--- src/design/dets_pkg.sv ---
// Package for the dual event time scheduler: sizes, command and status codes,
// the stored entry type and the saturating time helpers.
// No dependencies; the scheduler and the testbench import it, dets_ram does not.
package dets_pkg;

  // List geometry and field widths.
  localparam int LIST_DEPTH = 32;
  localparam int TAG_BITS   = 4;
  localparam int SLOT_W     = $clog2(LIST_DEPTH);
  localparam int CNT_W      = $clog2(LIST_DEPTH + 1);
  localparam int TIME_W     = 40;
  localparam int TV_W       = 32;
  localparam int ADDR_W     = SLOT_W + 1;
  localparam int RAM_DEPTH  = 2 * (2 ** SLOT_W);

  localparam logic signed [TIME_W-1:0] T_MAX = {1'b0, {(TIME_W-1){1'b1}}};
  localparam logic signed [TIME_W-1:0] T_MIN = {1'b1, {(TIME_W-1){1'b0}}};

  // Command codes as carried by the input channel.
  typedef enum logic [2:0] {
    CMD_ADD      = 3'd0,
    CMD_REMOVE   = 3'd1,
    CMD_ADJUST   = 3'd2,
    CMD_QUERY    = 3'd3,
    CMD_DISPATCH = 3'd4,
    CMD_SUBTRACT = 3'd5
  } cmd_e;

  // Result status codes.
  typedef enum logic [1:0] {
    ST_OK        = 2'd0,
    ST_FULL      = 2'd1,
    ST_NOT_FOUND = 2'd2,
    ST_NOTHING   = 2'd3
  } status_e;

  // One list entry as held in the memory.
  typedef struct packed {
    logic [TAG_BITS-1:0]      tag;
    logic signed [TIME_W-1:0] tm;
  } entry_t;

  localparam int ENTRY_W = $bits(entry_t);

  // Negative times become zero.
  function automatic logic signed [TIME_W-1:0] clamp0(input logic signed [TIME_W-1:0] v);
    return v[TIME_W-1] ? '0 : v;
  endfunction

  // a - b, saturated to the signed time range.
  function automatic logic signed [TIME_W-1:0] sat_sub(input logic signed [TIME_W-1:0] a,
                                                       input logic signed [TIME_W-1:0] b);
    logic signed [TIME_W:0] diff;
    diff = {a[TIME_W-1], a} - {b[TIME_W-1], b};
    if (diff[TIME_W] != diff[TIME_W-1]) begin
      return diff[TIME_W] ? T_MIN : T_MAX;
    end
    return diff[TIME_W-1:0];
  endfunction

endpackage

--- src/design/dets_ram.sv ---
// Generic single-write, single-read synchronous RAM with registered read data.
// No dependencies.
module dets_ram #(
  parameter int Width = 8,
  parameter int Depth = 16
) (
  input  logic                     clk_i,
  input  logic                     we_i,
  input  logic [$clog2(Depth)-1:0] waddr_i,
  input  logic [Width-1:0]         wdata_i,
  input  logic [$clog2(Depth)-1:0] raddr_i,
  output logic [Width-1:0]         rdata_o
);

  logic [Width-1:0] mem_q [Depth];

  // Write port and registered read port; a read of the address being
  // written returns the old contents.
  always_ff @(posedge clk_i) begin
    if (we_i) begin
      mem_q[waddr_i] <= wdata_i;
    end
    rdata_o <= mem_q[raddr_i];
  end

endmodule

--- src/design/dual_event_time_scheduler.sv ---
// Dual event time scheduler: two packed lists of timed events in one RAM.
// Channels: command input (in_valid_i / in_stall_o) and result output
// (out_valid_o / out_stall_i). A transfer happens at a rising edge where
// valid is high and stall is low. Every command gives exactly one result.
// Each command runs on its own through a sequencer around one memory read
// port and one write port; the next command is taken once the result has
// been handed to the output register, even while that register still waits.
// Add, an unknown command and any command with nothing to do finish without a
// list walk. Query, subtract and dispatch walk the whole list, dispatch after
// reading the remembered entry and then moving the last entry into its slot.
// Remove and adjust search for the tag, the main list first and then the
// secondary list; remove then moves the last entry into the hole.
// Each list walk reads one entry per cycle.
// Reset clears both counts and remembered slots; memory contents are left
// as they are and never read before written. When the receiver stalls, the
// result holds in the output register and the block stops after finishing
// at most one further command.
module dual_event_time_scheduler
  import dets_pkg::*;
(
  input  logic                      clk_i,
  input  logic                      rst_ni,
  input  logic                      in_valid_i,
  output logic                      in_stall_o,
  input  logic [2:0]                command_i,
  input  logic                      list_select_i,
  input  logic [TAG_BITS-1:0]       event_tag_i,
  input  logic signed [TV_W-1:0]    time_value_i,
  output logic                      out_valid_o,
  input  logic                      out_stall_i,
  output logic [1:0]                status_o,
  output logic [TAG_BITS-1:0]       result_tag_o,
  output logic signed [TIME_W-1:0]  result_time_o,
  output logic [SLOT_W-1:0]         result_slot_o
);

  typedef enum logic [7:0] {
    S_IDLE    = 8'b0000_0001,
    S_SEARCH  = 8'b0000_0010,
    S_MIN     = 8'b0000_0100,
    S_FETCH   = 8'b0000_1000,
    S_SUB     = 8'b0001_0000,
    S_MOVE    = 8'b0010_0000,
    S_MOVE_WR = 8'b0100_0000,
    S_DONE    = 8'b1000_0000
  } state_e;

  state_e                   state_q, state_d;
  cmd_e                     cmd_q, cmd_d;
  logic                     sel_q, sel_d;
  logic [TAG_BITS-1:0]      tag_q, tag_d;
  logic signed [TIME_W-1:0] val_q, val_d;
  logic [CNT_W-1:0]         cnt_q [2];
  logic [CNT_W-1:0]         cnt_d [2];
  logic [SLOT_W-1:0]        nx_q [2];
  logic [SLOT_W-1:0]        nx_d [2];
  logic [CNT_W-1:0]         idx_q, idx_d;
  logic                     rd_vld_q, rd_vld_d;
  logic [SLOT_W-1:0]        rd_slot_q, rd_slot_d;
  entry_t                   best_q, best_d;
  logic [SLOT_W-1:0]        best_slot_q, best_slot_d;
  logic [SLOT_W-1:0]        hit_slot_q, hit_slot_d;
  status_e                  res_status_q, res_status_d;
  logic [TAG_BITS-1:0]      res_tag_q, res_tag_d;
  logic signed [TIME_W-1:0] res_time_q, res_time_d;
  logic [SLOT_W-1:0]        res_slot_q, res_slot_d;
  logic                     out_vld_q;
  status_e                  out_status_q;
  logic [TAG_BITS-1:0]      out_tag_q;
  logic signed [TIME_W-1:0] out_time_q;
  logic [SLOT_W-1:0]        out_slot_q;
  logic                     out_load;

  logic                     ram_we;
  logic [ADDR_W-1:0]        ram_waddr, ram_raddr;
  entry_t                   ram_wdata, rd_entry;
  logic [ENTRY_W-1:0]       ram_rdata;

  logic [CNT_W-1:0]         cur_cnt;
  logic                     scanning, issue, hit;
  logic [CNT_W-1:0]         in_cnt;
  logic [SLOT_W-1:0]        in_nx;
  logic signed [TIME_W-1:0] tv_ext;

  assign rd_entry = entry_t'(ram_rdata);
  assign cur_cnt  = cnt_q[sel_q];
  assign in_cnt   = cnt_q[list_select_i];
  assign in_nx    = nx_q[list_select_i];
  assign tv_ext   = {{(TIME_W-TV_W){time_value_i[TV_W-1]}}, time_value_i};

  // Scan pipeline: one read issued per cycle, its data checked in the next cycle.
  assign scanning = (state_q == S_SEARCH) || (state_q == S_MIN) || (state_q == S_SUB);
  assign hit      = (state_q == S_SEARCH) && rd_vld_q && (rd_entry.tag == tag_q);
  assign issue    = scanning && (idx_q < cur_cnt) && !hit;

  assign in_stall_o = (state_q != S_IDLE);

  // Entry memory: both lists, the list select is the top address bit.
  dets_ram #(
    .Width (ENTRY_W),
    .Depth (RAM_DEPTH)
  ) u_ram (
    .clk_i   (clk_i),
    .we_i    (ram_we),
    .waddr_i (ram_waddr),
    .wdata_i (ram_wdata),
    .raddr_i (ram_raddr),
    .rdata_o (ram_rdata)
  );

  // Command sequencer.
  always_comb begin
    state_d      = state_q;
    cmd_d        = cmd_q;
    sel_d        = sel_q;
    tag_d        = tag_q;
    val_d        = val_q;
    cnt_d        = cnt_q;
    nx_d         = nx_q;
    idx_d        = idx_q;
    rd_vld_d     = issue;
    rd_slot_d    = idx_q[SLOT_W-1:0];
    best_d       = best_q;
    best_slot_d  = best_slot_q;
    hit_slot_d   = hit_slot_q;
    res_status_d = res_status_q;
    res_tag_d    = res_tag_q;
    res_time_d   = res_time_q;
    res_slot_d   = res_slot_q;
    ram_we       = 1'b0;
    ram_waddr    = {sel_q, rd_slot_q};
    ram_wdata    = rd_entry;
    ram_raddr    = {sel_q, idx_q[SLOT_W-1:0]};
    out_load     = 1'b0;

    if (issue) begin
      idx_d = idx_q + 1'b1;
    end

    case (state_q)
      S_IDLE: begin
        ram_raddr = {list_select_i, in_nx};
        if (in_valid_i) begin
          cmd_d        = cmd_e'(command_i);
          sel_d        = list_select_i;
          tag_d        = event_tag_i;
          idx_d        = '0;
          res_status_d = ST_NOTHING;
          res_tag_d    = '0;
          res_time_d   = '0;
          res_slot_d   = '0;
          state_d      = S_DONE;
          case (command_i)
            CMD_ADD: begin
              if (in_cnt == CNT_W'(LIST_DEPTH)) begin
                res_status_d = ST_FULL;
              end else begin
                ram_we                = 1'b1;
                ram_waddr             = {list_select_i, in_cnt[SLOT_W-1:0]};
                ram_wdata.tag         = event_tag_i;
                ram_wdata.tm          = clamp0(tv_ext);
                cnt_d[list_select_i]  = in_cnt + 1'b1;
                res_status_d          = ST_OK;
                res_tag_d             = event_tag_i;
                res_time_d            = clamp0(tv_ext);
                res_slot_d            = in_cnt[SLOT_W-1:0];
              end
            end
            CMD_REMOVE, CMD_ADJUST: begin
              sel_d   = 1'b0;
              val_d   = clamp0(tv_ext);
              state_d = S_SEARCH;
            end
            CMD_QUERY: begin
              nx_d[list_select_i] = '0;
              if (in_cnt == '0) begin
                res_time_d = T_MAX;
              end else begin
                state_d = S_MIN;
              end
            end
            CMD_DISPATCH: begin
              if ((in_cnt != '0) && ({1'b0, in_nx} < in_cnt)) begin
                state_d = S_FETCH;
              end
            end
            CMD_SUBTRACT: begin
              if (in_cnt != '0) begin
                val_d   = tv_ext;
                state_d = S_SUB;
              end
            end
            default: begin
              state_d = S_DONE;
            end
          endcase
        end
      end

      // Tag search, main list first, then the secondary list.
      S_SEARCH: begin
        if (hit) begin
          rd_vld_d     = 1'b0;
          hit_slot_d   = rd_slot_q;
          res_status_d = ST_OK;
          res_tag_d    = tag_q;
          res_slot_d   = rd_slot_q;
          if (cmd_q == CMD_ADJUST) begin
            ram_we        = 1'b1;
            ram_wdata.tag = tag_q;
            ram_wdata.tm  = val_q;
            res_time_d    = val_q;
            state_d       = S_DONE;
          end else begin
            state_d = S_MOVE;
          end
        end else if (!issue && !rd_vld_q) begin
          if (!sel_q) begin
            sel_d = 1'b1;
            idx_d = '0;
          end else begin
            res_status_d = ST_NOT_FOUND;
            state_d      = S_DONE;
          end
        end
      end

      // Minimum search; a strict compare keeps the lowest slot on ties.
      S_MIN: begin
        if (rd_vld_q && ((rd_slot_q == '0) || (rd_entry.tm < best_q.tm))) begin
          best_d      = rd_entry;
          best_slot_d = rd_slot_q;
        end
        if (!issue && !rd_vld_q) begin
          nx_d[sel_q]  = best_slot_q;
          res_status_d = ST_OK;
          res_tag_d    = best_q.tag;
          res_time_d   = clamp0(best_q.tm);
          res_slot_d   = best_slot_q;
          state_d      = S_DONE;
        end
      end

      // Dispatch: the remembered entry has been read; its time is the elapsed.
      S_FETCH: begin
        val_d        = clamp0(rd_entry.tm);
        hit_slot_d   = nx_q[sel_q];
        res_status_d = ST_OK;
        res_tag_d    = rd_entry.tag;
        res_time_d   = clamp0(rd_entry.tm);
        res_slot_d   = nx_q[sel_q];
        idx_d        = '0;
        state_d      = S_SUB;
      end

      // Read-modify-write over the list; each slot is touched once.
      S_SUB: begin
        if (rd_vld_q) begin
          ram_we       = 1'b1;
          ram_wdata.tm = sat_sub(rd_entry.tm, val_q);
        end
        if (!issue && !rd_vld_q) begin
          if (cmd_q == CMD_DISPATCH) begin
            state_d = S_MOVE;
          end else begin
            res_status_d = ST_OK;
            state_d      = S_DONE;
          end
        end
      end

      // Read the last live entry and drop the count by one.
      S_MOVE: begin
        ram_raddr    = {sel_q, SLOT_W'(cur_cnt - 1'b1)};
        cnt_d[sel_q] = cur_cnt - 1'b1;
        state_d      = S_MOVE_WR;
      end

      // Fill the hole with the former last entry.
      S_MOVE_WR: begin
        ram_we    = 1'b1;
        ram_waddr = {sel_q, hit_slot_q};
        state_d   = S_DONE;
      end

      S_DONE: begin
        if (!out_vld_q || !out_stall_i) begin
          out_load = 1'b1;
          state_d  = S_IDLE;
        end
      end

      default: begin
        state_d = S_IDLE;
      end
    endcase
  end

  // Control state.
  always_ff @(posedge clk_i or negedge rst_ni) begin
    if (!rst_ni) begin
      state_q   <= S_IDLE;
      cnt_q[0]  <= '0;
      cnt_q[1]  <= '0;
      nx_q[0]   <= '0;
      nx_q[1]   <= '0;
      rd_vld_q  <= 1'b0;
      out_vld_q <= 1'b0;
    end else begin
      state_q  <= state_d;
      cnt_q    <= cnt_d;
      nx_q     <= nx_d;
      rd_vld_q <= rd_vld_d;
      if (out_load) begin
        out_vld_q <= 1'b1;
      end else if (!out_stall_i) begin
        out_vld_q <= 1'b0;
      end
    end
  end

  // Working and result registers.
  always_ff @(posedge clk_i) begin
    cmd_q        <= cmd_d;
    sel_q        <= sel_d;
    tag_q        <= tag_d;
    val_q        <= val_d;
    idx_q        <= idx_d;
    rd_slot_q    <= rd_slot_d;
    best_q       <= best_d;
    best_slot_q  <= best_slot_d;
    hit_slot_q   <= hit_slot_d;
    res_status_q <= res_status_d;
    res_tag_q    <= res_tag_d;
    res_time_q   <= res_time_d;
    res_slot_q   <= res_slot_d;
    if (out_load) begin
      out_status_q <= res_status_q;
      out_tag_q    <= res_tag_q;
      out_time_q   <= res_time_q;
      out_slot_q   <= res_slot_q;
    end
  end

  assign out_valid_o   = out_vld_q;
  assign status_o      = out_status_q;
  assign result_tag_o  = out_tag_q;
  assign result_time_o = out_time_q;
  assign result_slot_o = out_slot_q;

  // Checks on the sequencer.
  a_state_onehot: assert property (@(posedge clk_i) disable iff (!rst_ni)
    $onehot(state_q))
    else $error("sequencer state is not one-hot");

  a_cnt_bound: assert property (@(posedge clk_i) disable iff (!rst_ni)
    (cnt_q[0] <= CNT_W'(LIST_DEPTH)) && (cnt_q[1] <= CNT_W'(LIST_DEPTH)))
    else $error("list count beyond list depth");

  a_rd_in_scan: assert property (@(posedge clk_i) disable iff (!rst_ni)
    rd_vld_q |-> (state_q == S_SEARCH || state_q == S_MIN || state_q == S_SUB))
    else $error("scan read data arrived outside a scan");

  a_idle_write: assert property (@(posedge clk_i) disable iff (!rst_ni)
    (ram_we && state_q == S_IDLE) |-> (in_valid_i && command_i == CMD_ADD))
    else $error("memory written while idle without an add");

  a_move_dec: assert property (@(posedge clk_i) disable iff (!rst_ni)
    (state_q == S_MOVE) |=> (cnt_q[sel_q] + 1'b1 == $past(cnt_q[sel_q])))
    else $error("removal did not drop the list count by one");

endmodule

--- config.mk ---
export PLATFORM = sky130hd
export DESIGN_NAME = dual_event_time_scheduler
export DESIGN_NICKNAME = d
export VERILOG_FILES = /design/src/design/dets_pkg.sv /design/src/design/dets_ram.sv /design/src/design/dual_event_time_scheduler.sv
export SDC_FILE = /design/constraint.sdc
export NUM_CORES = 2
export LEC_CHECK = 0
export ABC_CLOCK_PERIOD_IN_PS = 11700
export BUFFER_PORTS_ARGS = -buffer_cell sky130_fd_sc_hd__buf_2
export CORE_MARGIN = 4
export CORE_UTILIZATION = 55
export DETAILED_ROUTE_END_ITERATION = 12
export GPL_ROUTABILITY_DRIVEN = 0
export HOLD_SLACK_MARGIN = 0.06
export PLACE_DENSITY = 0.8
export SYNTH_ARGS = -nofsm -noshare
export SYNTH_HDL_FRONTEND = slang
export SYNTH_HIERARCHICAL = 1
export SYNTH_SLANG_ARGS = --single-unit
--- constraint.sdc ---
create_clock -name clk_i -period 11.7 [get_ports clk_i]
set_clock_uncertainty 0.2 [all_clocks]
set_input_delay 1.17 -clock clk_i [delete_from_list [all_inputs] [get_ports clk_i]]
set_output_delay 1.17 -clock clk_i [all_outputs]
set_load 0.1 [all_outputs]
==> results by group <==
Critical path
  – Crit-path max FO: 110
  – Required @ worst endpoint: 12,290 ps
  – Worst path slowest cell: a21oi_1
  – Crit end category: register
  – CP startpoint: state_q[5]
  – Critical path class: reg2reg
  – Critical path startpoint category: register
  – CP arrival: 7440 ps
  – Crit-path cells: nor4_4, and4b_1, inv_1, o211ai_1, buf_12, buf_12, mux4_2, o221ai_1, a21oi_1, a21oi_1, a221oi_1
  – Max stage delay on crit path: 880 ps
  – Worst r2r src: state_q[5]

Detailed routing
  – Routed Antenna Nets: 0
  – Remaining DRCs: 0
  – Via density: 7.20
  – Routed len/inst: 37.0 um
  – Total number of vias: 69,797
  – Iter 0 DRT Violations: 13,002
  – Final wirelength: 359 mm
  – First-pass DRT Iterations: 10

Finish
  – Most frequent cells in the layout: edfxtp_1, mux4_2, clkbuf_16
  – Final net count: 6,621
  – Cell area after layout: 138,000 um^2
  – Final-layout fill cell count: 14,186
  – Most common cell after layout, fill and taps aside: edfxtp_1
  – Fin util: 0.620
  – Fin cells: 9,694
  – Multi-input logic area: 29,900 um^2
  – Total area of sequential cells: 92,600 um^2
  – Share of layout cells above drive strength 1: 0.240
  – Synthesis-to-finish area growth: 11.8%

Floorplan
  – Die area: 233,000 um^2
  – Die Wd: 482 um
  – DIE HEIGHT: 482 um
  – Top Ports: 97
  – Row count: 173
  – Initial Util: 0.555
  – CORE AREA: 223,000 um^2

GRT
  – GRT Resource Usage Total: 0.309
  – Met1 GRT Util: 0.390
  – Remaining global-route overflow: 0
  – Largest net degree at the start of global routing: 120
  – Busiest layer in global routing: met2
  – M2 GR Usage: 0.472
  – Global-route wire length before repair: 510 mm
  – Vias in the first global route: 70,265
  – GRT met3 Usage: 0.104
  – Initial antenna violation count: 25

Synthesis
  – Syn avg cell area: 19.8 um^2
  – Mapped Cells: 6,242
  – Yosys warnings: 6
  – Sequential area share after synthesis: 0.748
  – Post-synth ARST share: 0.0103
  – Post-synth net total: 6,379
  – Synthesized area: 124,000 um^2
  – EDFF count, synth: 3,020
  – Yosys cell types: 95
  – #FFs+latches synth: 3,107
  – Ys flop type: edfxtp_1

Timing
  – Final slew viol count: 1
  – Tmin final: 6850 ps
  – Slew at the pin with the worst max-slew slack: 1570 ps
  – RSZ-0062 raised after global routing: false
  – Setup Viol. Count Final: 0
  – Tcrit/Tclk final: 0.585
  – Fmax: 0.146 GHz
  – Max_slew headroom: -0.0442
  – Sum Neg Setup Slack: 0 ps
  – Fin. Hold Viols: 0

Hold path
  – Worst hold path class: in2async

Clock tree
  – H-tree levels: 5
  – CTS tree: built
  – PostCTS Resize Cnt: 0
  – Skew-Pair Late Insertion Delay: 970 ps
  – Root Buffer: clkbuf_16
  – CTS Buf Count: 306
  – Hold-fix buffers, CTS: 0
  – Clock sink count: 3,107
  – Clk buf depth: 4
  – Clock Pin Slew Worst Setup and Hold Paths: 60 ps
  – Post-CTS setup buffer count: 0

Power and ir drop
  – VDD IR max: 0.000409 V
  – Pwr dens: 288 nW/um^2
  – Lkg Pwr: 43.4 nW

Outcome
  – Failing checks: max-slew violations
  – Outcome: finished, violations left

Placed design
  – PortBufs: 96
  – Post-DP Area: 129,000 um^2
  – Detail Placement HPWL: 189 mm
  – Placed cells: 9,149

Flow run
  – Max Cap Viol: 0
## critical path: cells and delay by family (launching register included)
kind            cells  cell delay, ps
flops               1             500
buf+inv             3            1470
mux                 1             430
simple gates        2            1140
compound gates      5            2420
## layout make-up
cell class                 count  area share
clock buffer                 402      0.0613
multi-input combinational   2664       0.216
tap                         2975      0.0269
clock inverter               131     0.00757
sequential                  3107       0.670
timing repair buffer         294      0.0150
antenna                       10    0.000181
inverter                     111     0.00301
## state kept, by name, indices dropped and copies added, names as in the netlist, 3 cells and up
signal / count
result_slot_o: 5
cnt_q: 12
result_time_o: 40
state_q: 8
u_ram/mem_q: 2816
tag_q: 4
idx_q: 6
best_slot_q: 5
u_ram/rdata_o: 44
res_tag_q: 4
val_q: 40
best_q: 44
res_time_q: 40
res_slot_q: 5
cmd_q: 3
nx_q: 10
hit_slot_q: 5
rd_slot_q: 5
result_tag_o: 4
## synthesized netlist by cell type, types with 9 or more instances
master / n / area, um^2
a22o_1: 95 / 832
buf_2: 73 / 365
edfxtp_1: 3020 / 90700
and2_1: 10 / 62.6
a221oi_1: 105 / 920
ha_1: 92 / 1150
mux4_2: 688 / 15500
nor2b_1: 31 / 194
or3_1: 9 / 56.3
a222oi_1: 36 / 360
nand2_1: 201 / 754
nor3_1: 27 / 135
a211oi_1: 38 / 285
xnor2_1: 25 / 219
o221ai_1: 30 / 263
o211ai_1: 19 / 143
or2_2: 9 / 56.3
o21ai_0: 113 / 566
a221o_1: 9 / 90.1
xor2_1: 28 / 245
nand2b_1: 23 / 144
dfxtp_1: 55 / 1100
clkbuf_1: 183 / 687
buf_1: 26 / 97.6
o22ai_1: 126 / 788
nor2_1: 246 / 923
dfrtp_1: 31 / 776
a21oi_1: 198 / 991
a31oi_1: 22 / 138
mux2_2: 37 / 417
nand4_1: 22 / 138
buf_4: 52 / 390
mux2i_1: 78 / 781
nand3b_1: 15 / 113
a21o_1: 35 / 263
a22oi_1: 80 / 601
buf_6: 26 / 293
nand3_1: 58 / 290
nor3b_1: 9 / 67.6
o21a_1: 11 / 82.6
inv_1: 111 / 417
## kinds of logic (layout without fill, tap and decap cells)
logic type      after synthesis  after routing  share of synthesized area
compound gates             1009           1009                     0.0579
simple gates                704            704                     0.0271
flops                      3107           3107                      0.748
mux                         805            805                      0.135
xor+xnor                     53             53                    0.00375
fa+ha+maj                    93             93                    0.00947
buf+inv                     471            938                     0.0182
other cells                   0             10                          0
## stage by stage
stage / hold WS (ps) / setup slack [ps] / power [mW]
after floorplan: 190 / 4520 / 24.2
after global placement: 205 / 4930 / 29.1
final: 117 / 4850 / 39.8
after global routing: 149 / 4670 / 40.8
after CTS: 71.1 / 5090 / 39.3
after detailed placement: 205 / 5050 / 29.7
## report_power, final
part	internal, mW	switching [mW]	total, mW
Sequential	16.4	0.486	16.8
Clock	5.44	4.13	9.57
Combinational	3.42	9.91	13.3
## layer usage
layer	wire, um	up-vias	part of all wire
li1	-	26567	-
met1	112000	35181	0.31
met2	166000	6656	0.46
met3	56200	1381	0.16
met4	25300	12	0.070
met5	92	-	0.00026
## path summary, 6_finish.rpt
| check | to | slack, ps | cells past startpoint |
|---|---|---|---|
| min in group clk_i | result_time_o[20] | 210 | 0 |
| setup / recovery | u_ram/rdata_o[21] | 4850 | 11 |
| hold / removal | cnt_q[7] | 120 | 1 |
| hold reg to reg | result_time_o[20] | 210 | 0 |
| max in group asynchronous | rd_vld_q | 10580 | 1 |
| setup reg to reg | u_ram/rdata_o[21] | 4850 | 11 |
Note: power is estimated with default switching activity, not from simulation.
